--- config.mk ---
export PLATFORM = sky130hd
export DESIGN_NAME = ups_alert_edge_hysteresis_monitor_flat
export DESIGN_NICKNAME = d
export VERILOG_FILES = /design/src/design/uaehm_pkg.sv /design/src/design/uaehm_in_if.sv /design/src/design/uaehm_out_if.sv /design/src/design/ups_alert_edge_hysteresis_monitor.sv /design/src/flat_wrapper.sv
export SDC_FILE = /design/constraint.sdc
export NUM_CORES = 1
export LEC_CHECK = 0
export BUFFER_PORTS_ARGS = -buffer_cell sky130_fd_sc_hd__buf_2
export CAP_MARGIN = 20
export CORE_MARGIN = 8
export CORE_UTILIZATION = 50
export CTS_CLUSTER_SIZE = 25
export DETAILED_ROUTE_END_ITERATION = 8
export GPL_TIMING_DRIVEN = 1
export PLACE_DENSITY_LB_ADDON = 0.08
export SYNTH_ARGS = -nofsm -noshare
export SYNTH_HDL_FRONTEND = slang
export SYNTH_SLANG_ARGS = --single-unit
--- constraint.sdc ---
create_clock -name clk -period 4.6 [get_ports clk]
set_clock_uncertainty 0.1 [all_clocks]
set_input_delay 0.69 -clock clk [delete_from_list [all_inputs] [get_ports clk]]
set_output_delay 0.69 -clock clk [all_outputs]
set_load 0.01 [all_outputs]
--- src/design/uaehm_pkg.sv ---
// Package: event codes, register indexes, field widths and reset values for the UPS alert monitor
`default_nettype none
package uaehm_pkg;

  // Field widths
  localparam int unsigned VOLT_W     = 14;
  localparam int unsigned LOAD_W     = 11;
  localparam int unsigned CHARGE_W   = 10;
  localparam int unsigned XFER_W     = 10;
  localparam int unsigned TENTHS_W   = 10;
  localparam int unsigned LOAD_LIM_W = 8;
  localparam int unsigned BATT_LIM_W = 7;
  localparam int unsigned EVENT_W    = 2;
  localparam int unsigned MASK_W     = 2;
  localparam int unsigned CFG_DATA_W = 10;
  localparam int unsigned CFG_IDX_W  = 3;

  // Register reset values
  localparam logic [XFER_W-1:0]     XFER_HIGH_RST  = '0;
  localparam logic [XFER_W-1:0]     XFER_LOW_RST   = '0;
  localparam logic [TENTHS_W-1:0]   WARN_OFS_RST   = TENTHS_W'(50);
  localparam logic [TENTHS_W-1:0]   DEADBAND_RST   = TENTHS_W'(10);
  localparam logic [LOAD_LIM_W-1:0] LOAD_LIM_RST   = LOAD_LIM_W'(80);
  localparam logic [BATT_LIM_W-1:0] BATT_LIM_RST   = BATT_LIM_W'(20);

  // Register indexes on the configuration port
  typedef enum logic [CFG_IDX_W-1:0] {
    REG_XFER_HIGH = 3'd0,
    REG_XFER_LOW  = 3'd1,
    REG_WARN_OFS  = 3'd2,
    REG_DEADBAND  = 3'd3,
    REG_LOAD_LIM  = 3'd4,
    REG_BATT_LIM  = 3'd5
  } cfg_reg_t;

  // Per-alert event codes
  typedef enum logic [EVENT_W-1:0] {
    EV_NONE    = 2'd0,
    EV_RAISED  = 2'd1,
    EV_CLEARED = 2'd2
  } event_t;

  // Event from the stored level and the newly evaluated one
  function automatic event_t level_event(input logic level, input logic now);
    event_t ev;
    ev = EV_NONE;
    if (now && !level) begin
      ev = EV_RAISED;
    end else if (!now && level) begin
      ev = EV_CLEARED;
    end
    return ev;
  endfunction

endpackage
`default_nettype wire

--- src/design/uaehm_in_if.sv ---
// Interface: reading channel (valid, ready and one power-supply reading)
`default_nettype none
interface uaehm_in_if;
  logic                              valid;
  logic                              ready;
  logic                              overload_flag;
  logic                              fault_flag;
  logic                              online_flag;
  logic                              replace_flag;
  logic [uaehm_pkg::VOLT_W-1:0]      voltage_tenths;
  logic [uaehm_pkg::LOAD_W-1:0]      load_tenths;
  logic [uaehm_pkg::CHARGE_W-1:0]    charge_tenths;

  modport source (
    output valid, overload_flag, fault_flag, online_flag, replace_flag,
           voltage_tenths, load_tenths, charge_tenths,
    input  ready
  );
  modport sink (
    input  valid, overload_flag, fault_flag, online_flag, replace_flag,
           voltage_tenths, load_tenths, charge_tenths,
    output ready
  );
endinterface
`default_nettype wire

--- src/design/uaehm_out_if.sv ---
// Interface: result channel (valid, ready and the alert events of one reading)
`default_nettype none
interface uaehm_out_if;
  logic                            valid;
  logic                            ready;
  logic [uaehm_pkg::EVENT_W-1:0]   overload_event;
  logic [uaehm_pkg::EVENT_W-1:0]   fault_event;
  logic [uaehm_pkg::EVENT_W-1:0]   replace_event;
  logic [uaehm_pkg::EVENT_W-1:0]   volt_high_event;
  logic [uaehm_pkg::EVENT_W-1:0]   volt_low_event;
  logic [uaehm_pkg::EVENT_W-1:0]   load_event;
  logic [uaehm_pkg::EVENT_W-1:0]   battery_low_event;
  logic [uaehm_pkg::MASK_W-1:0]    suppress_mask;

  modport source (
    output valid, overload_event, fault_event, replace_event, volt_high_event,
           volt_low_event, load_event, battery_low_event, suppress_mask,
    input  ready
  );
  modport sink (
    input  valid, overload_event, fault_event, replace_event, volt_high_event,
           volt_low_event, load_event, battery_low_event, suppress_mask,
    output ready
  );
endinterface
`default_nettype wire

--- src/design/ups_alert_edge_hysteresis_monitor.sv ---
// Top level: UPS alert monitor with edge detection and voltage hysteresis
// A reading enters the input register at the edge that accepts it and is then
// evaluated into the result register, from which its result is offered.
// Throughput: one reading per cycle; the two-stage valid/ready pipeline keeps
// accepting while a result waits, and stalls only when both stages are full.
// Reset (synchronous, rst_n low): pipeline empty, all alert levels and the
// charge history cleared, configuration registers at their default values.
`default_nettype none
module ups_alert_edge_hysteresis_monitor (
  input  wire logic                                 clk,
  input  wire logic                                 rst_n,
  uaehm_in_if.sink                                  in_bus,
  uaehm_out_if.source                               out_bus,
  input  wire logic                                 cfg_we,
  input  wire logic [uaehm_pkg::CFG_IDX_W-1:0]      cfg_index,
  input  wire logic [uaehm_pkg::CFG_DATA_W-1:0]     cfg_wdata
);

  localparam int unsigned VW = uaehm_pkg::VOLT_W;
  localparam int unsigned LW = uaehm_pkg::LOAD_W;
  localparam int unsigned CW = uaehm_pkg::CHARGE_W;
  localparam int unsigned XW = uaehm_pkg::XFER_W;
  localparam int unsigned TW = uaehm_pkg::TENTHS_W;
  localparam int unsigned SW = VW + 2;  // signed threshold width

  // Configuration registers
  logic [XW-1:0]                        xfer_high_r;
  logic [XW-1:0]                        xfer_low_r;
  logic [TW-1:0]                        warn_ofs_r;
  logic [TW-1:0]                        deadband_r;
  logic [uaehm_pkg::LOAD_LIM_W-1:0]     load_lim_r;
  logic [uaehm_pkg::BATT_LIM_W-1:0]     batt_lim_r;

  // Input stage
  logic          s1_valid_r;
  logic          ovl_r, flt_r, onl_r, rep_r;
  logic [VW-1:0] volt_r;
  logic [LW-1:0] load_r;
  logic [CW-1:0] charge_r;

  // Alert state
  logic          ovl_lvl_r, flt_lvl_r, rep_lvl_r, vh_lvl_r, vl_lvl_r, load_lvl_r;
  logic          batt_lvl_r;
  logic [CW-1:0] last_charge_r;
  logic          last_charge_valid_r;

  // Result stage
  logic          out_valid_r;
  uaehm_pkg::event_t ovl_ev_r, flt_ev_r, rep_ev_r, vh_ev_r, vl_ev_r, load_ev_r, batt_ev_r;
  logic [uaehm_pkg::MASK_W-1:0] mask_r;

  // Handshake control
  logic out_adv, s1_adv, in_acc;

  assign out_adv      = !out_valid_r || out_bus.ready;
  assign s1_adv       = s1_valid_r && out_adv;
  assign in_bus.ready = !s1_valid_r || out_adv;
  assign in_acc       = in_bus.valid && in_bus.ready;

  // Evaluation
  logic [VW-1:0]          xh_x10, xl_x10;
  logic signed [SW-1:0]   volt_s, vh_enter, vh_clear, vl_enter, vl_clear;
  logic                   vh_now, vl_now, vh_lvl_nxt, vl_lvl_nxt;
  logic [LW:0]            load_lim_x10;
  logic [CW:0]            batt_lim_x10;
  logic                   below, rising, batt_enter, batt_recov;
  logic                   batt_lvl_nxt;
  uaehm_pkg::event_t      ovl_ev, flt_ev, rep_ev, vh_ev, vl_ev, load_ev, batt_ev;
  logic [uaehm_pkg::MASK_W-1:0] mask;

  always_comb begin
    // Scale transfer volts to tenths: x*8 + x*2
    xh_x10   = {1'b0, xfer_high_r, 3'b000} + {3'b000, xfer_high_r, 1'b0};
    xl_x10   = {1'b0, xfer_low_r, 3'b000} + {3'b000, xfer_low_r, 1'b0};
    volt_s   = $signed({2'b00, volt_r});
    vh_enter = $signed({2'b00, xh_x10}) - $signed({(SW-TW)'(0), warn_ofs_r});
    vh_clear = vh_enter - $signed({(SW-TW)'(0), deadband_r});
    vl_enter = $signed({2'b00, xl_x10}) + $signed({(SW-TW)'(0), warn_ofs_r});
    vl_clear = vl_enter + $signed({(SW-TW)'(0), deadband_r});

    // Voltage alerts with hysteresis; a zero transfer point holds the level
    vh_now = vh_lvl_r ? (volt_s > vh_clear) : (volt_s > vh_enter);
    vl_now = vl_lvl_r ? (volt_s < vl_clear) : (volt_s < vl_enter);
    vh_lvl_nxt = (xfer_high_r != '0) ? vh_now : vh_lvl_r;
    vl_lvl_nxt = (xfer_low_r != '0) ? vl_now : vl_lvl_r;
    vh_ev = uaehm_pkg::level_event(vh_lvl_r, vh_lvl_nxt);
    vl_ev = uaehm_pkg::level_event(vl_lvl_r, vl_lvl_nxt);

    // Plain flag edges
    ovl_ev = uaehm_pkg::level_event(ovl_lvl_r, ovl_r);
    flt_ev = uaehm_pkg::level_event(flt_lvl_r, flt_r);
    rep_ev = uaehm_pkg::level_event(rep_lvl_r, rep_r);
    mask   = {flt_lvl_r != flt_r, ovl_lvl_r != ovl_r};

    // Load high
    load_lim_x10 = {1'b0, load_lim_r, 3'b000} + {3'b000, load_lim_r, 1'b0};
    load_ev      = uaehm_pkg::level_event(load_lvl_r, {1'b0, load_r} > load_lim_x10);

    // Battery low: gated by line power and a charge that is not rising
    batt_lim_x10 = {1'b0, batt_lim_r, 3'b000} + {3'b000, batt_lim_r, 1'b0};
    below        = {1'b0, charge_r} < batt_lim_x10;
    rising       = !last_charge_valid_r || (charge_r > last_charge_r);
    batt_enter   = below && onl_r && !rising;
    batt_recov   = batt_lvl_r && (!below || !onl_r || rising);
    batt_ev      = uaehm_pkg::EV_NONE;
    batt_lvl_nxt = batt_lvl_r;
    if (batt_enter && !batt_lvl_r) begin
      batt_ev      = uaehm_pkg::EV_RAISED;
      batt_lvl_nxt = 1'b1;
    end else if (batt_recov) begin
      batt_ev      = uaehm_pkg::EV_CLEARED;
      batt_lvl_nxt = 1'b0;
    end
  end

  // Configuration writes; unknown indexes are dropped
  always_ff @(posedge clk) begin
    if (!rst_n) begin
      xfer_high_r <= uaehm_pkg::XFER_HIGH_RST;
      xfer_low_r  <= uaehm_pkg::XFER_LOW_RST;
      warn_ofs_r  <= uaehm_pkg::WARN_OFS_RST;
      deadband_r  <= uaehm_pkg::DEADBAND_RST;
      load_lim_r  <= uaehm_pkg::LOAD_LIM_RST;
      batt_lim_r  <= uaehm_pkg::BATT_LIM_RST;
    end else if (cfg_we) begin
      unique case (cfg_index)
        uaehm_pkg::REG_XFER_HIGH: xfer_high_r <= cfg_wdata[XW-1:0];
        uaehm_pkg::REG_XFER_LOW:  xfer_low_r  <= cfg_wdata[XW-1:0];
        uaehm_pkg::REG_WARN_OFS:  warn_ofs_r  <= cfg_wdata[TW-1:0];
        uaehm_pkg::REG_DEADBAND:  deadband_r  <= cfg_wdata[TW-1:0];
        uaehm_pkg::REG_LOAD_LIM:  load_lim_r  <= cfg_wdata[uaehm_pkg::LOAD_LIM_W-1:0];
        uaehm_pkg::REG_BATT_LIM:  batt_lim_r  <= cfg_wdata[uaehm_pkg::BATT_LIM_W-1:0];
        default: ;
      endcase
    end
  end

  // Capture the request into the input stage
  always_ff @(posedge clk) begin
    if (!rst_n) begin
      s1_valid_r <= 1'b0;
    end else if (in_bus.ready) begin
      s1_valid_r <= in_bus.valid;
    end
  end

  always_ff @(posedge clk) begin
    if (in_acc) begin
      ovl_r    <= in_bus.overload_flag;
      flt_r    <= in_bus.fault_flag;
      onl_r    <= in_bus.online_flag;
      rep_r    <= in_bus.replace_flag;
      volt_r   <= in_bus.voltage_tenths;
      load_r   <= in_bus.load_tenths;
      charge_r <= in_bus.charge_tenths;
    end
  end

  // Advance the alert state as each reading is evaluated
  always_ff @(posedge clk) begin
    if (!rst_n) begin
      ovl_lvl_r           <= 1'b0;
      flt_lvl_r           <= 1'b0;
      rep_lvl_r           <= 1'b0;
      vh_lvl_r            <= 1'b0;
      vl_lvl_r            <= 1'b0;
      load_lvl_r          <= 1'b0;
      batt_lvl_r          <= 1'b0;
      last_charge_r       <= '0;
      last_charge_valid_r <= 1'b0;
    end else if (s1_adv) begin
      ovl_lvl_r           <= ovl_r;
      flt_lvl_r           <= flt_r;
      rep_lvl_r           <= rep_r;
      vh_lvl_r            <= vh_lvl_nxt;
      vl_lvl_r            <= vl_lvl_nxt;
      load_lvl_r          <= {1'b0, load_r} > load_lim_x10;
      batt_lvl_r          <= batt_lvl_nxt;
      last_charge_r       <= charge_r;
      last_charge_valid_r <= 1'b1;
    end
  end

  // Result register; hold while the consumer stalls
  always_ff @(posedge clk) begin
    if (!rst_n) begin
      out_valid_r <= 1'b0;
    end else if (out_adv) begin
      out_valid_r <= s1_valid_r;
    end
  end

  always_ff @(posedge clk) begin
    if (s1_adv) begin
      ovl_ev_r  <= ovl_ev;
      flt_ev_r  <= flt_ev;
      rep_ev_r  <= rep_ev;
      vh_ev_r   <= vh_ev;
      vl_ev_r   <= vl_ev;
      load_ev_r <= load_ev;
      batt_ev_r <= batt_ev;
      mask_r    <= mask;
    end
  end

  assign out_bus.valid             = out_valid_r;
  assign out_bus.overload_event    = ovl_ev_r;
  assign out_bus.fault_event       = flt_ev_r;
  assign out_bus.replace_event     = rep_ev_r;
  assign out_bus.volt_high_event   = vh_ev_r;
  assign out_bus.volt_low_event    = vl_ev_r;
  assign out_bus.load_event        = load_ev_r;
  assign out_bus.battery_low_event = batt_ev_r;
  assign out_bus.suppress_mask     = mask_r;

endmodule
`default_nettype wire
--- src/flat_wrapper.sv ---
// flat-port wrapper written by rule: the top's interface ports become plain ports
module ups_alert_edge_hysteresis_monitor_flat 
  (clk, rst_n, cfg_we, cfg_index, cfg_wdata, in_bus_valid, in_bus_overload_flag, in_bus_fault_flag, in_bus_online_flag, in_bus_replace_flag, in_bus_voltage_tenths, in_bus_load_tenths, in_bus_charge_tenths, in_bus_ready, out_bus_valid, out_bus_overload_event, out_bus_fault_event, out_bus_replace_event, out_bus_volt_high_event, out_bus_volt_low_event, out_bus_load_event, out_bus_battery_low_event, out_bus_suppress_mask, out_bus_ready);
  uaehm_in_if in_bus_i ();
  uaehm_out_if out_bus_i ();
  input  wire logic clk;
  input  wire logic rst_n;
  input  wire logic cfg_we;
  input  wire logic [uaehm_pkg::CFG_IDX_W-1:0] cfg_index;
  input  wire logic [uaehm_pkg::CFG_DATA_W-1:0] cfg_wdata;
  input wire logic [$bits(in_bus_i.valid)-1:0] in_bus_valid;
  input wire logic [$bits(in_bus_i.overload_flag)-1:0] in_bus_overload_flag;
  input wire logic [$bits(in_bus_i.fault_flag)-1:0] in_bus_fault_flag;
  input wire logic [$bits(in_bus_i.online_flag)-1:0] in_bus_online_flag;
  input wire logic [$bits(in_bus_i.replace_flag)-1:0] in_bus_replace_flag;
  input wire logic [$bits(in_bus_i.voltage_tenths)-1:0] in_bus_voltage_tenths;
  input wire logic [$bits(in_bus_i.load_tenths)-1:0] in_bus_load_tenths;
  input wire logic [$bits(in_bus_i.charge_tenths)-1:0] in_bus_charge_tenths;
  output wire logic [$bits(in_bus_i.ready)-1:0] in_bus_ready;
  output wire logic [$bits(out_bus_i.valid)-1:0] out_bus_valid;
  output wire logic [$bits(out_bus_i.overload_event)-1:0] out_bus_overload_event;
  output wire logic [$bits(out_bus_i.fault_event)-1:0] out_bus_fault_event;
  output wire logic [$bits(out_bus_i.replace_event)-1:0] out_bus_replace_event;
  output wire logic [$bits(out_bus_i.volt_high_event)-1:0] out_bus_volt_high_event;
  output wire logic [$bits(out_bus_i.volt_low_event)-1:0] out_bus_volt_low_event;
  output wire logic [$bits(out_bus_i.load_event)-1:0] out_bus_load_event;
  output wire logic [$bits(out_bus_i.battery_low_event)-1:0] out_bus_battery_low_event;
  output wire logic [$bits(out_bus_i.suppress_mask)-1:0] out_bus_suppress_mask;
  input wire logic [$bits(out_bus_i.ready)-1:0] out_bus_ready;
  assign in_bus_i.valid = in_bus_valid;
  assign in_bus_i.overload_flag = in_bus_overload_flag;
  assign in_bus_i.fault_flag = in_bus_fault_flag;
  assign in_bus_i.online_flag = in_bus_online_flag;
  assign in_bus_i.replace_flag = in_bus_replace_flag;
  assign in_bus_i.voltage_tenths = in_bus_voltage_tenths;
  assign in_bus_i.load_tenths = in_bus_load_tenths;
  assign in_bus_i.charge_tenths = in_bus_charge_tenths;
  assign in_bus_ready = in_bus_i.ready;
  assign out_bus_valid = out_bus_i.valid;
  assign out_bus_overload_event = out_bus_i.overload_event;
  assign out_bus_fault_event = out_bus_i.fault_event;
  assign out_bus_replace_event = out_bus_i.replace_event;
  assign out_bus_volt_high_event = out_bus_i.volt_high_event;
  assign out_bus_volt_low_event = out_bus_i.volt_low_event;
  assign out_bus_load_event = out_bus_i.load_event;
  assign out_bus_battery_low_event = out_bus_i.battery_low_event;
  assign out_bus_suppress_mask = out_bus_i.suppress_mask;
  assign out_bus_i.ready = out_bus_ready;
  ups_alert_edge_hysteresis_monitor u_core (.clk(clk), .rst_n(rst_n), .in_bus(in_bus_i), .out_bus(out_bus_i), .cfg_we(cfg_we), .cfg_index(cfg_index), .cfg_wdata(cfg_wdata));
endmodule
Yosys cells after proc, flatten, opt, wreduce, memory -nomap -nowiden --
Index checks and enable logic that the tools add are counted.
Storage, ports and cells: logic and storage cells 120, register bits after elaboration 130
Cells by class: mux-type cells 13, reduce and logical (&&, ||, !) cells 53, equality and inequality tests 7, order comparisons 7, add/sub/neg operators 8
Operator list (number):
- > comparator 15 x 16 -> 1 bit | 2
- < comparator 15 x 16 -> 1 bit | 2
- adder 13 x 11 -> 14 bit | 2
- nonzero test 10 bit | 2
- zero test 1 bit | 19
- logical AND 1 bit | 18
- adder 16 x 11 -> 16 bit | 1
- subtractor 16 x 11 -> 16 bit | 1
- adder 14 x 10 -> 15 bit | 1
- subtractor 14 x 10 -> 15 bit | 1
- two-way mux 2 bit | 7
- AND reduction 2 bit | 7
- adder 11 x 9 -> 12 bit | 1
- > comparator 11 x 12 -> 1 bit | 1
- adder 10 x 8 -> 11 bit | 1
- < comparator 10 x 11 -> 1 bit | 1
- > comparator 10 bit | 1
- equality test 3 x 2 -> 1 bit, second input constant | 2
- equality test 3 bit, second input constant | 2
- two-way mux 1 bit | 6
- logical OR 1 bit | 5
- equality test 3 x 1 -> 1 bit, second input constant | 1
- zero test 3 bit | 1
- inequality test 1 bit | 2
- nonzero test 2 bit | 1

Longest topological paths before layout --
depth in word-level cells 9, gate-level depth with buffers 28, gate-level depth less buffers 28

Worst setup path before layout --
No wires, ideal clock.
kind register -> register, start register u_core.warn_ofs_r[3], end register u_core.vh_lvl_r, slack -110 ps, period minus slack after synthesis 4710 ps, library setup time 164 ps, stages on the path, launching flop included 23, buffers on the path 0, data required time 4336 ps, data arrival time 4446 ps, cell sequence dfxtp_1 -> inv_1 -> fa_1 -> ha_1 -> nor2b_1 -> o31a_1 -> o21a_1 -> nor2_1 -> nor2b_1 -> o21ai_0 -> nand2b_1 -> xor2_1 -> ha_1 -> a21boi_0 -> nor2_1 -> xor2_1 -> ha_1 -> a211oi_1 -> o211ai_1 -> o221ai_1 -> a21oi_1 -> a2111oi_2 -> a211oi_2
Between the ends: word-level cells in the longest chain between the ends 5, elaborated cells on any way between the ends 6
RTL lines:
- start: declaration | RTL line ups_alert_edge_hysteresis_monitor.sv:29 | logic [TW-1:0] warn_ofs_r;
- start signal: assignment | RTL line ups_alert_edge_hysteresis_monitor.sv:121 | warn_ofs_r <= uaehm_pkg::WARN_OFS_RST;
- start signal: assignment | RTL line ups_alert_edge_hysteresis_monitor.sv:129 | uaehm_pkg::REG_WARN_OFS: warn_ofs_r <= cfg_wdata[TW-1:0];
- subtractor 14 x 10 -> 15 bit * | RTL line ups_alert_edge_hysteresis_monitor.sv:76 | vh_enter = $signed({2'b00, xh_x10}) - $signed({(SW-TW)'(0), warn_ofs_r});
- subtractor 16 x 11 -> 16 bit | RTL line ups_alert_edge_hysteresis_monitor.sv:77 | vh_clear = vh_enter - $signed({(SW-TW)'(0), deadband_r});
- > comparator 15 x 16 -> 1 bit | RTL line ups_alert_edge_hysteresis_monitor.sv:82 | vh_now = vh_lvl_r ? (volt_s > vh_clear) : (volt_s > vh_enter);
- two-way mux 1 bit * | RTL line ups_alert_edge_hysteresis_monitor.sv:82
- two-way mux 1 bit * | RTL line ups_alert_edge_hysteresis_monitor.sv:84 | vh_lvl_nxt = (xfer_high_r != '0) ? vh_now : vh_lvl_r;
- end signal: assignment | RTL line ups_alert_edge_hysteresis_monitor.sv:175 | vh_lvl_r <= vh_lvl_nxt;
- end: declaration | RTL line ups_alert_edge_hysteresis_monitor.sv:42 | logic ovl_lvl_r, flt_lvl_r, rep_lvl_r, vh_lvl_r, vl_lvl_r, load_lvl_r;
Mark *: on every way between the ends. The rest lies on a longest branch, timed or not. A chain may end at the register's enable or synchronous reset.

Worst setup path after layout --
start register u_core.xfer_high_r[2], end register u_core.vh_lvl_r
Between the ends: word-level cells in the longest chain between the ends 6, elaborated cells on any way between the ends 8
RTL lines:
- start: declaration | RTL line ups_alert_edge_hysteresis_monitor.sv:27 | logic [XW-1:0] xfer_high_r;
- start signal: assignment | RTL line ups_alert_edge_hysteresis_monitor.sv:119 | xfer_high_r <= uaehm_pkg::XFER_HIGH_RST;
- start signal: assignment | RTL line ups_alert_edge_hysteresis_monitor.sv:127 | uaehm_pkg::REG_XFER_HIGH: xfer_high_r <= cfg_wdata[XW-1:0];
- adder 13 x 11 -> 14 bit | RTL line ups_alert_edge_hysteresis_monitor.sv:73 | xh_x10 = {1'b0, xfer_high_r, 3'b000} + {3'b000, xfer_high_r, 1'b0};
- subtractor 14 x 10 -> 15 bit | RTL line ups_alert_edge_hysteresis_monitor.sv:76
- subtractor 16 x 11 -> 16 bit | RTL line ups_alert_edge_hysteresis_monitor.sv:77
- > comparator 15 x 16 -> 1 bit | RTL line ups_alert_edge_hysteresis_monitor.sv:82
- two-way mux 1 bit | RTL line ups_alert_edge_hysteresis_monitor.sv:82
- two-way mux 1 bit * | RTL line ups_alert_edge_hysteresis_monitor.sv:84
Marks and branches as above.

==> flow_metrics.py <==
metrics = {
    "finish": {
        "fin_nets": 1445,
        "drive_gt1_share_pct": 22.55,
        "num-fill-cells": 1641,
        "antenna_cells": 0,
        "area.growth.synth_to_final_pct": 22.10,
        "fin_cells": 1467,
    },
    "critical_path": {
        "worst-setup-path-type": "flip-flop to flip-flop",
        "critPathLaunch": "u_core.xfer_high_r[2]$_SDFFE_PN0P_",
        "crit_arrival_ns": 4.97,
        "required_ns": 4.79,
        "r2r_start": "u_core.xfer_high_r[2]$_SDFFE_PN0P_",
        "start_kind": "flip-flop",
        "worstSetupEndpointType": "flip-flop",
        "rr_worst_depth": 24,
        "critPathMaxFanout": 5,
    },
    "placed_design": {
        "dp_hpwl_microns": 18720,
        "globalplace.congestion": 0.8494,
        "io_buffers": 74,
        "pre_cts_slack_ns": -0.2624,
        "dp.cells": 1427,
    },
    "floorplanning": {
        "core_area_sq_um": 18770,
        "initial_core_util_pct": 50.99,
        "row_count": 50,
        "dieArea_sq_um": 23820,
        "io_pins": 75,
        "die_x_microns": 154.3,
        "die_y_microns": 154.3,
    },
    "timing": {
        "timing.fmax_mhz": 209.1,
        "slew_headroom_pct": 30.32,
        "worst_slew_pin_slew_ns": 1.045,
        "holdWs_ns": 0.3344,
        "fin_setup_tns_ns": -0.3222,
        "setup_viol": 2,
        "rsz0062_at_grt": "true",
        "worst_slack_ns": -0.1816,
        "slew_viol_final": 0,
        "period_needed_ns": 4.782,
        "fin_crit_sh_pct": 103.9,
        "hold_viol": 0,
    },
    "power": {
        "power-per-cell-area_nw_per_um2": 295.3,
        "peakVddDrop_v": 0.0002522,
        "p_sw_mw": 1.084,
        "p_leak_nw": 5.256,
        "seqPwrFrac_pct": 37.6,
        "intPower_mw": 2.366,
        "pwr-share-comb_pct": 24.5,
        "pwr-share-clk_pct": 38.0,
        "p_sw_share_pct": 31.42,
    },
    "synthesis": {
        "synthTopCellsByArea": "ha_1 19%, edfxtp_1 17%, dfxtp_1 16%, nand2_1 6.6%, a21oi_1 5.8%",
        "syn_nets": 1280,
        "ys_warn_count": 0,
        "syn_area_sq_um": 9569,
        "synthFlopType": "dfxtp_1",
        "avgSynthCellArea_sq_um": 9.070,
        "yosysMostFrequentCell": "nand2_1",
        "synth.distinct_cells": 74,
        "synth_edf_count": 55,
        "synthCells": 1055,
        "synthArstFlopShare_pct": 0,
        "synth_top_area_cell": "ha_1",
        "ys_ff_latch": 130,
        "synth_top_cell_area_share_pct": 19.35,
        "yosys-top-cells-count": "167 x nand2_1, 148 x ha_1, 110 x a21oi_1, 106 x inv_1, 75 x dfxtp_1",
        "yosysSeqAreaShare_pct": 32.95,
    },
    "job": {
        "maxCapViolCount": 0,
    },
    "clocking": {
        "cts_tree": "built",
        "cts-root-buf": "clkbuf_16",
        "clock_latency_ns": 0.43,
        "clock_path_buffers": 2,
        "clk_pin_slew_ns": 0.07,
        "cts_made_buffers": 17,
        "htree_levels": 4,
        "cts_sinks": 130,
    },
    "worst_hold_path": {
        "hold_depth": 1,
        "min_path_type": "input pin to flip-flop",
        "hp-start": "in_bus_voltage_tenths[4]",
    },
    "routing": {
        "routed_wirelength_microns": 24000,
        "ant_nets": 0,
        "vias": 7855,
        "wl_per_cell_microns": 16.36,
        "drtPass1Iterations": 5,
        "drtIter0Drc": 424,
        "drc": 0,
        "via_per_inst": 5.354,
    },
    "grt": {
        "grt_pass1_wl_microns": 38920,
        "track_usage_pct": 20.43,
        "antenna_found_initial": 0,
        "first_global_vias": 7893,
        "grt-ovfl-total": 0,
        "grt_max_degree": 40,
    },
    "status": {
        "status": "complete, but fails checks",
        "violations": "setup timing",
    },
}
-- sequential cells by signal, summed over array words and instances (netlist names), 2 cells and up --
register / count
u_core.volt_r: 14
u_core.load_r: 11
u_core.charge_r: 10
u_core.deadband_r: 10
u_core.last_charge_r: 10
u_core.warn_ofs_r: 10
u_core.xfer_high_r: 10
u_core.xfer_low_r: 10
u_core.load_lim_r: 8
u_core.batt_lim_r: 7
u_core.out_bus.battery_low_event: 2
u_core.out_bus.fault_event: 2
u_core.out_bus.load_event: 2
u_core.out_bus.overload_event: 2
u_core.out_bus.replace_event: 2
u_core.out_bus.suppress_mask: 2
u_core.out_bus.volt_high_event: 2
u_core.out_bus.volt_low_event: 2
-- cells by family after synthesis --
| kind of cell | synth area share, % |
|---|---|
| AOI/OAI and AO/OA | 18.53 |
| xor gates and xnor gates | 4.289 |
| adders and majority gates | 23.65 |
| buffers and inverters | 5.322 |
| DFF | 32.95 |
| muxes | 0.1046 |
| and+or+nand+nor | 15.15 |
-- power by group through the flow --
stage                     Clock, mW  Sequential, mW  Combinational (mW)
final                          1.31            1.30               0.843
after global routing           1.38            1.30               0.946
after global placement            0            1.32               0.788
after CTS                      1.34            1.30               0.808
after detailed placement          0            1.32               0.796
after floorplan                   0            1.31               0.534
-- cell usage in the layout, fill, tap and decap left out, types with 6 or more instances in the layout --
cell type / netlist / final
a21oi_2: 0 / 7
nand4_1: 14 / 14
o21bai_1: 10 / 10
fa_1: 20 / 17
edfxtp_1: 55 / 55
nand2_1: 167 / 167
ha_4: 0 / 7
buf_4: 0 / 89
inv_6: 0 / 6
dfxtp_1: 75 / 70
xor2_1: 20 / 18
ha_1: 148 / 141
nor4_1: 9 / 8
nor2_1: 42 / 40
nor2b_1: 23 / 21
xnor2_1: 25 / 22
inv_1: 106 / 101
o21a_1: 21 / 21
nand3_1: 21 / 20
a21oi_1: 110 / 103
buf_2: 1 / 75
nand2b_1: 13 / 13
o211ai_1: 11 / 11
a211oi_2: 4 / 8
clkbuf_16: 0 / 17
o21ai_0: 27 / 22
nor3_1: 13 / 12
a21o_1: 29 / 29
-- critical path, cell delays in order, from the launching register on --
cell	delay [ns]
dfxtp_2	0.33
fa_1	0.59
ha_4	0.21
nor2b_4	0.13
o31a_1	0.26
o21a_1	0.18
nor2_2	0.12
nor2b_1	0.06
o21ai_1	0.12
nand2b_1	0.07
xor2_1	0.15
ha_1	0.36
nand2_1	0.09
nand2_1	0.05
a41o_1	0.23
nor2_1	0.12
xnor2_1	0.13
ha_1	0.27
nor2b_4	0.14
o21ai_2	0.13
o211ai_1	0.10
o221ai_1	0.22
a21oi_2	0.07
a2111oi_4	0.31
a211oi_2	0.11
-- path summary, 6_finish.rpt --
| check | end | slack (ns) |
|---|---|---|
| worst max-delay path | u_core.vh_lvl_r$_SDFFE_PN0P_ | -0.18 |
| worst max register to register | u_core.vh_lvl_r$_SDFFE_PN0P_ | -0.18 |
| worst min register to register | u_core.last_charge_r[2]$_SDFFE_PN0P_ | 0.36 |
| worst min-delay path | u_core.volt_r[4]$_DFFE_PP_ | 0.33 |
-- area by class of cell --
type / count / area (sq um) / share of cell area [%]
multi-input combinational: 799 / 6206 / 53.12
sequential: 130 / 3159 / 27.04
timing repair buffer: 165 / 1055 / 9.028
clock buffer: 17 / 425.4 / 3.641
inverter: 107 / 401.6 / 3.438
tap: 234 / 292.8 / 2.506
clock inverter: 15 / 143.9 / 1.232
-- metrics by stage --
| stage | power (mW) | area (sq um) | utilization [%] |
|---|---|---|---|
| after floorplan | 1.845 | 9615 | - |
| after global placement | 2.109 | 10800 | 57.52 |
| after detailed placement | 2.116 | 10800 | 57.52 |
| after CTS | 3.440 | 11430 | 60.91 |
| after global routing | 3.626 | 11680 | 62.25 |
| final | 3.450 | 11680 | 62.25 |
-- layer usage --
metal | GRT usage [%] | wire length [microns]
met2 | 36.71 | 11920
met4 | 4.620 | 226
met1 | 25.09 | 11130
met3 | 3.344 | 731
met5 | 0 | 0
-- repair_timing --
action | CTS | global route
gates cloned | 0 | 0
gates resized for setup | 15 | 43
hold buffers | 0 | 0
pin swaps | 5 | 38
setup endpoints to repair | 4 | 6
buffers inserted | 3 | 5
Note: power is estimated with default switching activity, not from simulation.
